===== src/rtl/assert_macros.svh =====
// ---------------------------------------------------------------------------
// assert_macros.svh
// Shared concurrent assertion macros for the route table RTL.
// ---------------------------------------------------------------------------
`ifndef ASSERT_MACROS_SVH
`define ASSERT_MACROS_SVH

// Same-cycle implication.
`define ASSERT_IMPLIES(lbl, clk, rst, ante, cons) \
   lbl: assert property (@(posedge clk) disable iff (rst) (ante) |-> (cons)) \
      else $error("assertion failed: implication");

// Next-cycle implication.
`define ASSERT_NEXT(lbl, clk, rst, ante, cons) \
   lbl: assert property (@(posedge clk) disable iff (rst) (ante) |=> (cons)) \
      else $error("assertion failed: next-cycle implication");

// Invariant checked on every edge out of reset.
`define ASSERT_ALWAYS(lbl, clk, rst, cond) \
   lbl: assert property (@(posedge clk) disable iff (rst) (cond)) \
      else $error("assertion failed: invariant");

`endif


===== src/rtl/spr_pkg.sv =====
// ---------------------------------------------------------------------------
// spr_pkg
// Types and constants shared by the subnet peer route table modules.
// ---------------------------------------------------------------------------
`default_nettype none

package spr_pkg;

   localparam int ADDR_W   = 32;
   localparam int STATUS_W = 3;
   localparam int ENTRY_W  = 3 * ADDR_W;

   // response status codes
   localparam logic [STATUS_W-1:0] ST_ADDED   = 3'd0;
   localparam logic [STATUS_W-1:0] ST_FULL    = 3'd1;
   localparam logic [STATUS_W-1:0] ST_HIT     = 3'd2;
   localparam logic [STATUS_W-1:0] ST_DEFAULT = 3'd3;
   localparam logic [STATUS_W-1:0] ST_MISS    = 3'd4;

   // controller -> datapath
   typedef struct packed {
      logic load;          // capture request fields
      logic add_entry;     // write route at entry count, bump count
      logic scan_clear;    // restart scan at entry 0
      logic scan_step;     // read next entry
      logic rsp_added;
      logic rsp_full;
      logic rsp_hit;
      logic rsp_fallback;  // default peer or miss
   } spr_cmd_type;

   // datapath -> controller
   typedef struct packed {
      logic table_full;
      logic scan_end;
      logic hit;
   } spr_stat_type;

endpackage

`default_nettype wire


===== src/rtl/subnet_peer_route_table.sv =====
// ---------------------------------------------------------------------------
// subnet_peer_route_table
// First-match subnet route table with a configurable default peer.
// ---------------------------------------------------------------------------
// A request is taken when start is high and busy is low. An add request
// appends a route (or reports the table full) in the add state, and its
// response is strobed on rsp_valid from the response register. A lookup
// reads the stored routes oldest first, one RAM read per cycle with the
// compare of each entry overlapped on the next read; it ends at the first
// hit or, once the scan index reaches the entry count, with the default
// peer or a miss. busy drops in the cycle the response is strobed, so the
// next request may be taken then. Each response is held for exactly one
// cycle; the receiver cannot stall it. The default peer register may be
// written whenever no request is in flight.
// ---------------------------------------------------------------------------
`default_nettype none

module subnet_peer_route_table #(
   parameter int TABLE_DEPTH = 16
) (
   input  wire logic                         clock,
   input  wire logic                         reset,
   input  wire logic                         start,
   output logic                              busy,
   input  wire logic                         req_mode,
   input  wire logic [spr_pkg::ADDR_W-1:0]   req_route_subnet,
   input  wire logic [spr_pkg::ADDR_W-1:0]   req_route_mask,
   input  wire logic [spr_pkg::ADDR_W-1:0]   req_route_peer,
   input  wire logic [spr_pkg::ADDR_W-1:0]   req_dest_addr,
   output logic                              rsp_valid,
   output logic [spr_pkg::STATUS_W-1:0]      rsp_status,
   output logic [spr_pkg::ADDR_W-1:0]        rsp_peer_addr,
   input  wire logic                         csr_wr_en,
   input  wire logic [spr_pkg::ADDR_W-1:0]   csr_wr_data
);

   import spr_pkg::*;

   spr_cmd_type  cmd;
   spr_stat_type stat;

   spr_ctrl u_ctrl (
      .clock    (clock),
      .reset    (reset),
      .start    (start),
      .req_mode (req_mode),
      .busy     (busy),
      .stat     (stat),
      .cmd      (cmd)
   );

   spr_dp #(
      .TABLE_DEPTH (TABLE_DEPTH)
   ) u_dp (
      .clock            (clock),
      .reset            (reset),
      .req_route_subnet (req_route_subnet),
      .req_route_mask   (req_route_mask),
      .req_route_peer   (req_route_peer),
      .req_dest_addr    (req_dest_addr),
      .csr_wr_en        (csr_wr_en),
      .csr_wr_data      (csr_wr_data),
      .cmd              (cmd),
      .stat             (stat),
      .rsp_valid        (rsp_valid),
      .rsp_status       (rsp_status),
      .rsp_peer_addr    (rsp_peer_addr)
   );

endmodule

`default_nettype wire


===== src/rtl/spr_ram.sv =====
// ---------------------------------------------------------------------------
// spr_ram
// Generic single-write, single-read RAM with registered read data.
// ---------------------------------------------------------------------------
`default_nettype none

module spr_ram #(
   parameter int WIDTH = 8,
   parameter int DEPTH = 16,
   localparam int AW   = (DEPTH > 1) ? $clog2(DEPTH) : 1
) (
   input  wire logic             clock,
   input  wire logic             wr_en,
   input  wire logic [AW-1:0]    wr_addr,
   input  wire logic [WIDTH-1:0] wr_data,
   input  wire logic             rd_en,
   input  wire logic [AW-1:0]    rd_addr,
   output logic      [WIDTH-1:0] rd_data
);

   logic [WIDTH-1:0] mem [DEPTH];
   logic [WIDTH-1:0] rd_data_ff;

   always_ff @(posedge clock) begin
      if (wr_en) begin
         mem[wr_addr] <= wr_data;
      end
      if (rd_en) begin
         rd_data_ff <= mem[rd_addr];
      end
   end

   assign rd_data = rd_data_ff;

endmodule

`default_nettype wire


===== src/rtl/spr_ctrl.sv =====
// ---------------------------------------------------------------------------
// spr_ctrl
// Request sequencer: add, or an in-order scan of the stored routes.
// ---------------------------------------------------------------------------
`default_nettype none
`include "assert_macros.svh"

module spr_ctrl (
   input  wire logic                  clock,
   input  wire logic                  reset,
   input  wire logic                  start,
   input  wire logic                  req_mode,
   output logic                       busy,
   input  wire spr_pkg::spr_stat_type stat,
   output spr_pkg::spr_cmd_type       cmd
);

   import spr_pkg::*;

   localparam logic [1:0] S_IDLE = 2'd0;
   localparam logic [1:0] S_ADD  = 2'd1;
   localparam logic [1:0] S_SCAN = 2'd2;

   logic [1:0] state_ff;
   logic [1:0] state_in;
   logic       accept;

   assign busy   = (state_ff != S_IDLE);
   assign accept = start && !busy;

   always_comb begin
      state_in = state_ff;
      cmd      = '0;
      unique case (state_ff)
         S_IDLE: begin
            if (accept) begin
               cmd.load       = 1'b1;
               cmd.scan_clear = 1'b1;
               state_in       = req_mode ? S_SCAN : S_ADD;
            end
         end
         S_ADD: begin
            if (stat.table_full) begin
               cmd.rsp_full = 1'b1;
            end else begin
               cmd.add_entry = 1'b1;
               cmd.rsp_added = 1'b1;
            end
            state_in = S_IDLE;
         end
         S_SCAN: begin
            // compare of the previous read overlaps the next read
            priority if (stat.hit) begin
               cmd.rsp_hit = 1'b1;
               state_in    = S_IDLE;
            end else if (stat.scan_end) begin
               cmd.rsp_fallback = 1'b1;
               state_in         = S_IDLE;
            end else begin
               cmd.scan_step = 1'b1;
            end
         end
         default: begin
            state_in = S_IDLE;
         end
      endcase
   end

   always_ff @(posedge clock) begin
      if (reset) begin
         state_ff <= S_IDLE;
      end else begin
         state_ff <= state_in;
      end
   end

   `ASSERT_NEXT(a_add_one_cycle, clock, reset, state_ff == S_ADD, state_ff == S_IDLE)
   `ASSERT_NEXT(a_accept_busy, clock, reset, accept, busy)
   `ASSERT_ALWAYS(a_one_rsp, clock, reset,
      $onehot0({cmd.rsp_added, cmd.rsp_full, cmd.rsp_hit, cmd.rsp_fallback}))

endmodule

`default_nettype wire


===== src/rtl/spr_dp.sv =====
// ---------------------------------------------------------------------------
// spr_dp
// Route storage, entry count, scan index, match compare and response register.
// ---------------------------------------------------------------------------
`default_nettype none
`include "assert_macros.svh"

module spr_dp #(
   parameter int TABLE_DEPTH = 16,
   localparam int AW = (TABLE_DEPTH > 1) ? $clog2(TABLE_DEPTH) : 1,
   localparam int CW = $clog2(TABLE_DEPTH + 1)
) (
   input  wire logic                         clock,
   input  wire logic                         reset,
   input  wire logic [spr_pkg::ADDR_W-1:0]   req_route_subnet,
   input  wire logic [spr_pkg::ADDR_W-1:0]   req_route_mask,
   input  wire logic [spr_pkg::ADDR_W-1:0]   req_route_peer,
   input  wire logic [spr_pkg::ADDR_W-1:0]   req_dest_addr,
   input  wire logic                         csr_wr_en,
   input  wire logic [spr_pkg::ADDR_W-1:0]   csr_wr_data,
   input  wire spr_pkg::spr_cmd_type         cmd,
   output spr_pkg::spr_stat_type             stat,
   output logic                              rsp_valid,
   output logic [spr_pkg::STATUS_W-1:0]      rsp_status,
   output logic [spr_pkg::ADDR_W-1:0]        rsp_peer_addr
);

   import spr_pkg::*;

   localparam logic [CW-1:0] DEPTH_C = CW'(TABLE_DEPTH);

   logic [ADDR_W-1:0]   subnet_ff, mask_ff, peer_ff, dest_ff;
   logic [ADDR_W-1:0]   default_peer_ff;
   logic [CW-1:0]       count_ff, count_in;
   logic [CW-1:0]       idx_ff, idx_in;
   logic                pend_ff, pend_in;
   logic                rsp_valid_ff;
   logic [STATUS_W-1:0] rsp_status_ff, rsp_status_in;
   logic [ADDR_W-1:0]   rsp_peer_ff, rsp_peer_in;
   logic [ENTRY_W-1:0]  rd_data;
   logic [ADDR_W-1:0]   ent_subnet, ent_mask, ent_peer;

   spr_ram #(
      .WIDTH (ENTRY_W),
      .DEPTH (TABLE_DEPTH)
   ) u_ram (
      .clock   (clock),
      .wr_en   (cmd.add_entry),
      .wr_addr (count_ff[AW-1:0]),
      .wr_data ({subnet_ff, mask_ff, peer_ff}),
      .rd_en   (cmd.scan_step),
      .rd_addr (idx_ff[AW-1:0]),
      .rd_data (rd_data)
   );

   assign ent_subnet = rd_data[3*ADDR_W-1:2*ADDR_W];
   assign ent_mask   = rd_data[2*ADDR_W-1:ADDR_W];
   assign ent_peer   = rd_data[ADDR_W-1:0];

   // stored subnet is compared unmasked
   assign stat.hit        = pend_ff && ((dest_ff & ent_mask) == ent_subnet);
   assign stat.scan_end   = (idx_ff == count_ff);
   assign stat.table_full = (count_ff >= DEPTH_C);

   always_comb begin
      count_in = count_ff;
      idx_in   = idx_ff;
      pend_in  = pend_ff;
      if (cmd.add_entry) begin
         count_in = count_ff + 1'b1;
      end
      if (cmd.scan_clear) begin
         idx_in  = '0;
         pend_in = 1'b0;
      end else if (cmd.scan_step) begin
         idx_in  = idx_ff + 1'b1;
         pend_in = 1'b1;
      end
   end

   always_comb begin
      priority if (cmd.rsp_added) begin
         rsp_status_in = ST_ADDED;
         rsp_peer_in   = '0;
      end else if (cmd.rsp_full) begin
         rsp_status_in = ST_FULL;
         rsp_peer_in   = '0;
      end else if (cmd.rsp_hit) begin
         rsp_status_in = ST_HIT;
         rsp_peer_in   = ent_peer;
      end else if (cmd.rsp_fallback) begin
         rsp_status_in = (default_peer_ff != '0) ? ST_DEFAULT : ST_MISS;
         rsp_peer_in   = default_peer_ff;
      end else begin
         rsp_status_in = rsp_status_ff;
         rsp_peer_in   = rsp_peer_ff;
      end
   end

   always_ff @(posedge clock) begin
      if (reset) begin
         count_ff        <= '0;
         idx_ff          <= '0;
         pend_ff         <= 1'b0;
         rsp_valid_ff    <= 1'b0;
         default_peer_ff <= '0;
      end else begin
         count_ff     <= count_in;
         idx_ff       <= idx_in;
         pend_ff      <= pend_in;
         rsp_valid_ff <= cmd.rsp_added | cmd.rsp_full | cmd.rsp_hit | cmd.rsp_fallback;
         if (csr_wr_en) begin
            default_peer_ff <= csr_wr_data;
         end
      end
   end

   always_ff @(posedge clock) begin
      if (cmd.load) begin
         subnet_ff <= req_route_subnet;
         mask_ff   <= req_route_mask;
         peer_ff   <= req_route_peer;
         dest_ff   <= req_dest_addr;
      end
      rsp_status_ff <= rsp_status_in;
      rsp_peer_ff   <= rsp_peer_in;
   end

   assign rsp_valid     = rsp_valid_ff;
   assign rsp_status    = rsp_status_ff;
   assign rsp_peer_addr = rsp_peer_ff;

   `ASSERT_ALWAYS(a_count_bound, clock, reset, count_ff <= DEPTH_C)
   `ASSERT_ALWAYS(a_idx_bound, clock, reset, idx_ff <= count_ff)
   `ASSERT_NEXT(a_add_count, clock, reset, cmd.add_entry,
      count_ff == CW'($past(count_ff) + 1'b1))

endmodule

`default_nettype wire


===== config.mk =====
export PLATFORM = sky130hd
export DESIGN_NAME = subnet_peer_route_table
export DESIGN_NICKNAME = d
export VERILOG_FILES = /design/src/rtl/spr_pkg.sv /design/src/rtl/subnet_peer_route_table.sv /design/src/rtl/spr_ram.sv /design/src/rtl/spr_ctrl.sv /design/src/rtl/spr_dp.sv
export VERILOG_INCLUDE_DIRS = /design/src /design/src/rtl
export SDC_FILE = /design/constraint.sdc
export NUM_CORES = 2
export LEC_CHECK = 0
export BUFFER_PORTS_ARGS = -buffer_cell sky130_fd_sc_hd__buf_2
export CAP_MARGIN = 5
export CELL_PAD_IN_SITES_DETAIL_PLACEMENT = 1
export CELL_PAD_IN_SITES_GLOBAL_PLACEMENT = 1
export CORE_MARGIN = 8
export CORE_UTILIZATION = 59
export CTS_CLUSTER_DIAMETER = 200
export CTS_CLUSTER_SIZE = 20
export DETAILED_ROUTE_END_ITERATION = 16
export PLACE_DENSITY_LB_ADDON = 0.05
export RECOVER_POWER = 25
export SETUP_SLACK_MARGIN = 0.4
export SYNTH_ARGS = -nofsm -noshare
export SYNTH_HDL_FRONTEND = slang
export SYNTH_SLANG_ARGS = --single-unit

===== constraint.sdc =====
create_clock -name clock -period 25.5 [get_ports clock]
set_clock_uncertainty 0.1 [all_clocks]
set_input_delay 5.1 -clock clock [delete_from_list [all_inputs] [get_ports clock]]
set_output_delay 5.1 -clock clock [all_outputs]
set_load 0.005 [all_outputs]

# --- Word level (Yosys, flattened, before mapping) ---
# Memory sizes are Yosys's and may differ from the RTL's. A register that Yosys moved wholly into a read port is not among the register bits.
# Cells that the tools add are included.
word_totals:
  reg_bits: 209
  latchBits: 0
  mem_bits_rw: 1536
  romBits: 0
  in_bits: 165
  memories: 1
classes:
  addsub: 2
  n_mul: 0
  div: 0
  order_cmp: 1
  eq_ne: 6
  n_shift: 0
  muxes: 26
  n_bitwise: 4
  reduce_logical: 12
memory_table:
  columns: ["name", "words", "word_bits", "rd", "rd_clocked_by_memory_dff", "wr", "line", "text"]
  rows:
  - ["u_dp.u_ram.mem", 16, 96, 1, 1, 1, "spr_ram.sv:21", "logic [WIDTH-1:0] mem [DEPTH];"]
ops:
  columns: ["op", "n"]
  rows:
  - ["32-bit 2-to-1 mux", 2]
  - ["32-bit AND", 1]
  - ["32-bit equality test", 1]
  - ["32-bit nonzero test", 1]
  - ["2-bit 2-to-1 mux", 8]
  - ["1-bit 2-to-1 mux", 14]
  - ["5-bit by 1-bit adder with 5-bit output (second input constant)", 2]
  - ["5-bit equality test", 1]
  - ["5-bit greater-or-equal comparator (second input constant)", 1]
  - ["2-bit case mux with 2 select lines", 1]
  - ["2-bit nonzero test", 2]
  - ["2-bit OR reduction", 2]
  - ["3-bit 2-to-1 mux", 1]
  - ["3-bit != test (second input constant)", 1]
  - ["1-bit bitwise OR", 3]
  - ["3-bit nonzero test", 1]
  - ["3-bit OR reduction", 1]
  - ["2-bit by 1-bit equality test with 1-bit output (second input constant)", 1]
  - ["2-bit equality test (second input constant)", 1]
  - ["1-bit logical AND", 2]
  - ["2-bit zero test", 1]
  - ["2-bit by 1-bit != test with 1-bit output (second input constant)", 1]
  - ["2-bit AND reduction", 1]
  - ["1-bit zero test", 1]

# --- Depth between registers and ports, before layout ---
depth:
  depth_word: 8
  depth_mapped: 9
  ltp_nobuf: 7

# --- Hierarchy ---
# A second synthesis with hierarchy kept.
unflattened:
  hier_cells: 3041
  hier_area_um2: 68084.0
by_module_without_submodules:
  columns: ["module", "n_inst", "cells_each", "area_each_um2", "seq_area_each_um2"]
  rows:
  - ["spr_ram", 1, 2460, 60316.6, 49007.0]
  - ["spr_dp", 1, 566, 7597.3, 5425.2]
  - ["spr_ctrl", 1, 15, 170.2, 40.0]

# --- Worst setup path before layout ---
# OpenSTA, ideal clock, no wires.
synth_timing:
  path_kind: "register -> register"
  startpoint: "reg u_ctrl.state_ff[0]"
  endpoint: "mem u_dp.u_ram.mem[3][0] in the netlist's numbering, enable pin"
  setup_time_ps: 669
  arrival_ps: 7736
  required_time_ps: 24731
  path_slack_ps: 16995
  path_stages_with_launch: 6
  n_path_buf: 1
  period_less_slack_ps: 8505
  path_cell_list: "dfxtp_1 > clkbuf_1 > nand2b_1 > nor2_1 > nand2_1 > nor3_1"
synth_between:
  elab_chain_cells: 4
synth_lines:
  columns: ["element", "line", "text"]
  rows:
  - ["start: declaration", "spr_ctrl.sv:24", "logic [1:0] state_ff;"]
  - ["start signal: assignment", "spr_ctrl.sv:73", "state_ff <= state_in;"]
  - ["2-bit by 1-bit equality test with 1-bit output", "spr_ctrl.sv:34", "unique case (state_ff)"]
  - ["1-bit 2-to-1 mux", "spr_ctrl.sv:34", null]
  - ["1-bit 2-to-1 mux", "spr_ram.sv:25", "if (wr_en) begin"]
  - ["1-bit 2-to-1 mux (not written as such)", "spr_ram.sv:26", "mem[wr_addr] <= wr_data;"]
  - ["end: declaration", "spr_ram.sv:21", null]
# Every way passes these cells.

# --- Worst setup path after layout ---
layout_timing:
  startpoint: "reg u_ctrl.state_ff[1]"
  endpoint: "out busy"
layout_between:
  elab_chain_cells: 1
layout_lines:
  columns: ["element", "line", "text"]
  rows:
  - ["2-bit nonzero test", "spr_ctrl.sv:28", "assign busy = (state_ff != S_IDLE);"]
  - ["end: declaration", "subnet_peer_route_table.sv:24", "output logic busy,"]
# Every way passes these cells.

==> impl_results.md <==
- Core Region: 116,000 um^2
- Final setup viols: 0
- Final instance area: 74,900 um^2
- Largest net degree at the start of global routing: 157
- RSZ-0062 raised after global routing: false
- Final Hold Viols: 0
- Root Buffer: clkbuf_16
- Worst hold slack: 0.391 ns
- PD cells: 68.9 nW/um^2
- Hold crit path type: register to register
- TritonCTS buffer count: 102
- Asr flop ratio synth: 0%
- Via count: 31,800
- Crit. End Element: output port
- Die Ht: 358 um
- Area occupied by multi-input gates: 14,100 um^2
- Number of synthesized flops with an enable pin: 1,760
- Resize count post-CTS: 0
- Row cnt: 125
- Syn Inst Count: 3,003
- Later-pin clock latency in the skew report: 0.71 ns
- Syn Area/Cell: 23.0 um^2
- CTS tree: built
- Hpwl dp: 87,900 um
- Sequential fraction of the synthesis area: 78.7%
- Placer Congestion: 0.785
- Overall die area: 128,000 um^2
- # IOs: 202
- Leak: 22.7 nW
- Ys flop type: edfxtp_1
- CTS Hold Bufs: 0
- H-tree depth: 3
- Kind of critical path: register to output port
- R2R depth: 6
- Post-CTS setup buffers: 0
- Min Tclk post-route: 7.25 ns
- Yosys warns: 0
- Critical path required time: 20.30 ns
- Initial antenna violation count: 4
- Syn-to-layout area delta: 8.26%
- Worst-path clk slew: 0.09 ns
- Worst vdd ir: 0.0000661 V
- Initial Util: 59.5%
- Number of global-route vias before repair: 33,800
- Tcrit/Tclk final: 28.4%
- Placed cell count: 4,635
- Placed instance area: 72,100 um^2
- Pre-antenna DRT Iters: 5
- Final Non-Filler Cells: 4,776
- Worst flop-to-flop path startpoint: u_dp.idx_ff[0]
- Fillers: 9,145
- Clock buffer depth: 3
- Register bit total from synthesis: 1,841
- Worst Tran Pin Value: 1.10 ns
- Worst setup endpoint: busy
- Number of routed nets with antenna violations: 0
- Drt total wl: 165,000 um
- Cell repeated most along the worst path: buf_4
- Final Power: 5.16 mW
- CP Cell Sequence: buf_4 > nor2_2 > buf_4 > inv_1 > buf_2
- Syn nets: 3,173
- CTS sink count: 1,841
- Drt wl/cell: 34.5 um
- Via density: 6.66
- Register Area: 54,500 um^2
- Slowest cell on crit path: buf_4
- DRC errors left: 0
- CP Data Arrival Time: 2.05 ns
- Nets: 3,385
- Max-slew violation count: 0
- Max Cap Viol: 0
- Crit-path max FO: 40
- Critical path origin: u_ctrl.state_ff[1]
- Worst r2r dst: u_dp.u_ram.rd_data[59]
- Total GRT Usage: 25.7%
- Syn Std Cell Area: 69,200 um^2
- Chip width: 358 um
- Critical Path Max Stage Delay: 0.38 ns
- Reg-to-reg slack, setup: 19.78 ns
- Post-Route Setup TNS: 0 ns
- Fraction of layout instances using a drive strength above 1: 27.2%
- Slew margin rel.: 26.4%
- Outcome: complete, no violations
- CP Launch Type: register
- DR iter-0 viols: 3,167
- Yosys cell types: 48
- IO buf count: 201
- First-pass GRT wire length: 238,000 um
- Overflow after GRT: 0
- Fmax: 138 MHz
-- metrics by stage --
step           setup WS (ns)  util [%]
4_1_cts                18.21      64.5
3_5_place_dp           17.57      62.1
6_report               18.25      64.5
3_3_place_gp           17.68      62.1
5_1_grt                18.14      64.5
2_1_floorplan          16.99         -
-- cell usage after synthesis, types with 3 or more instances --
| cell | count | share of area [%] |
|---|---|---|
| ha_1 | 5 | 0.090 |
| xor2_1 | 27 | 0.34 |
| nand2b_1 | 4 | 0.036 |
| nor2_1 | 68 | 0.37 |
| inv_1 | 7 | 0.038 |
| o21ai_0 | 5 | 0.036 |
| o31ai_1 | 21 | 0.23 |
| a21oi_1 | 23 | 0.17 |
| nand3_1 | 9 | 0.065 |
| buf_6 | 3 | 0.049 |
| buf_2 | 56 | 0.41 |
| mux4_2 | 480 | 16 |
| dfxtp_1 | 81 | 2.3 |
| mux2i_1 | 45 | 0.65 |
| buf_1 | 7 | 0.038 |
| and3b_1 | 4 | 0.051 |
| nor4_1 | 9 | 0.081 |
| xnor2_1 | 3 | 0.038 |
| a311o_1 | 12 | 0.17 |
| edfxtp_1 | 1760 | 76 |
| clkbuf_1 | 87 | 0.47 |
| nand4_1 | 36 | 0.33 |
| o211a_1 | 20 | 0.29 |
| buf_4 | 3 | 0.033 |
| and2_1 | 14 | 0.13 |
| a21o_1 | 6 | 0.065 |
| a211oi_1 | 15 | 0.16 |
| nor3_1 | 45 | 0.33 |
| a21boi_0 | 4 | 0.043 |
| nand2_1 | 122 | 0.66 |
-- cell usage in the layout, fill, tap and decap left out, types with 27 or more instances in the layout --
cell type  instances
buf_2            201
buf_4             56
clkbuf_1          31
clkbuf_16        104
dfxtp_1           77
edfxtp_1        1760
mux2i_1           45
mux4_2           480
nand2_1          122
nand4_1           36
nor2_1            54
nor3_1            41
xor2_1            27
-- layout make-up --
| class | instances | share of cell area (%) |
|---|---|---|
| sequential | 1841 | 72.7 |
| multi-input combinational | 999 | 18.9 |
| clock buffer | 135 | 3.63 |
| tap | 1524 | 2.55 |
| timing repair buffer | 264 | 2.09 |
| clock inverter | 5 | 0.0835 |
| inverter | 7 | 0.0451 |
| antenna | 1 | 0.00334 |
-- where the power goes --
part	leakage [nW]	internal, mW	switching [mW]
combinational	4.82	0.0431	0.0611
clock	1.35	0.746	0.905
sequential	16.6	3.35	0.0554
-- flip-flops by register name, summed over array words and instances (netlist names) --
signal and count:
u_ctrl.state_ff 2, u_dp.idx_ff 5, u_dp.mask_ff 32, u_dp.rsp_valid 1, u_dp.rsp_peer_addr 32, u_dp.count_ff 5
u_dp.subnet_ff 32, u_dp.default_peer_ff 32, u_dp.pend_ff 1, u_dp.u_ram.mem 1536, u_dp.dest_ff 32, u_dp.u_ram.rd_data 96
u_dp.rsp_status 3, u_dp.peer_ff 32
-- worst min-delay path by stage --
| stage | cells past startpoint | start | slack (ns) | endpoint |
|---|---|---|---|---|
| after floorplan | 2 | u_dp.pend_ff | 0.36 | u_dp.pend_ff |
| after global placement | 2 | u_dp.rsp_peer_addr[4] | 0.37 | u_dp.rsp_peer_addr[4] |
| after detailed placement | 2 | u_dp.rsp_peer_addr[22] | 0.38 | u_dp.rsp_peer_addr[22] |
| after CTS | 2 | u_dp.rsp_peer_addr[22] | 0.39 | u_dp.rsp_peer_addr[22] |
| after global routing | 2 | u_dp.rsp_peer_addr[22] | 0.41 | u_dp.rsp_peer_addr[22] |
| final | 2 | u_dp.rsp_peer_addr[22] | 0.39 | u_dp.rsp_peer_addr[22] |
-- layer usage --
metal  part of all wire (%)  track usage, %
met5                 0.0079               0
met4                    2.1            5.95
met3                    5.9            3.12
met2                     51            44.0
met1                     41            36.2
-- worst max-delay path: cells and delay by family (launching register included) --
kind	cells	cell delay, ns
buf+inv	4	0.86
simple gates	1	0.15
flops	1	0.31
-- logic make-up after synthesis --
family | Yosys count | synth area share (%)
multiplexers | 525 | 16.3
flip-flops | 1841 | 78.7
AO/OA/AOI/OAI | 114 | 1.26
adder cells (fa/ha/maj) | 6 | 0.105
XOR/XNOR | 30 | 0.380
AND/OR/NAND/NOR | 324 | 2.21
buffers and inverters | 163 | 1.03
No activity file was read; power rests on OpenSTA's default activity.
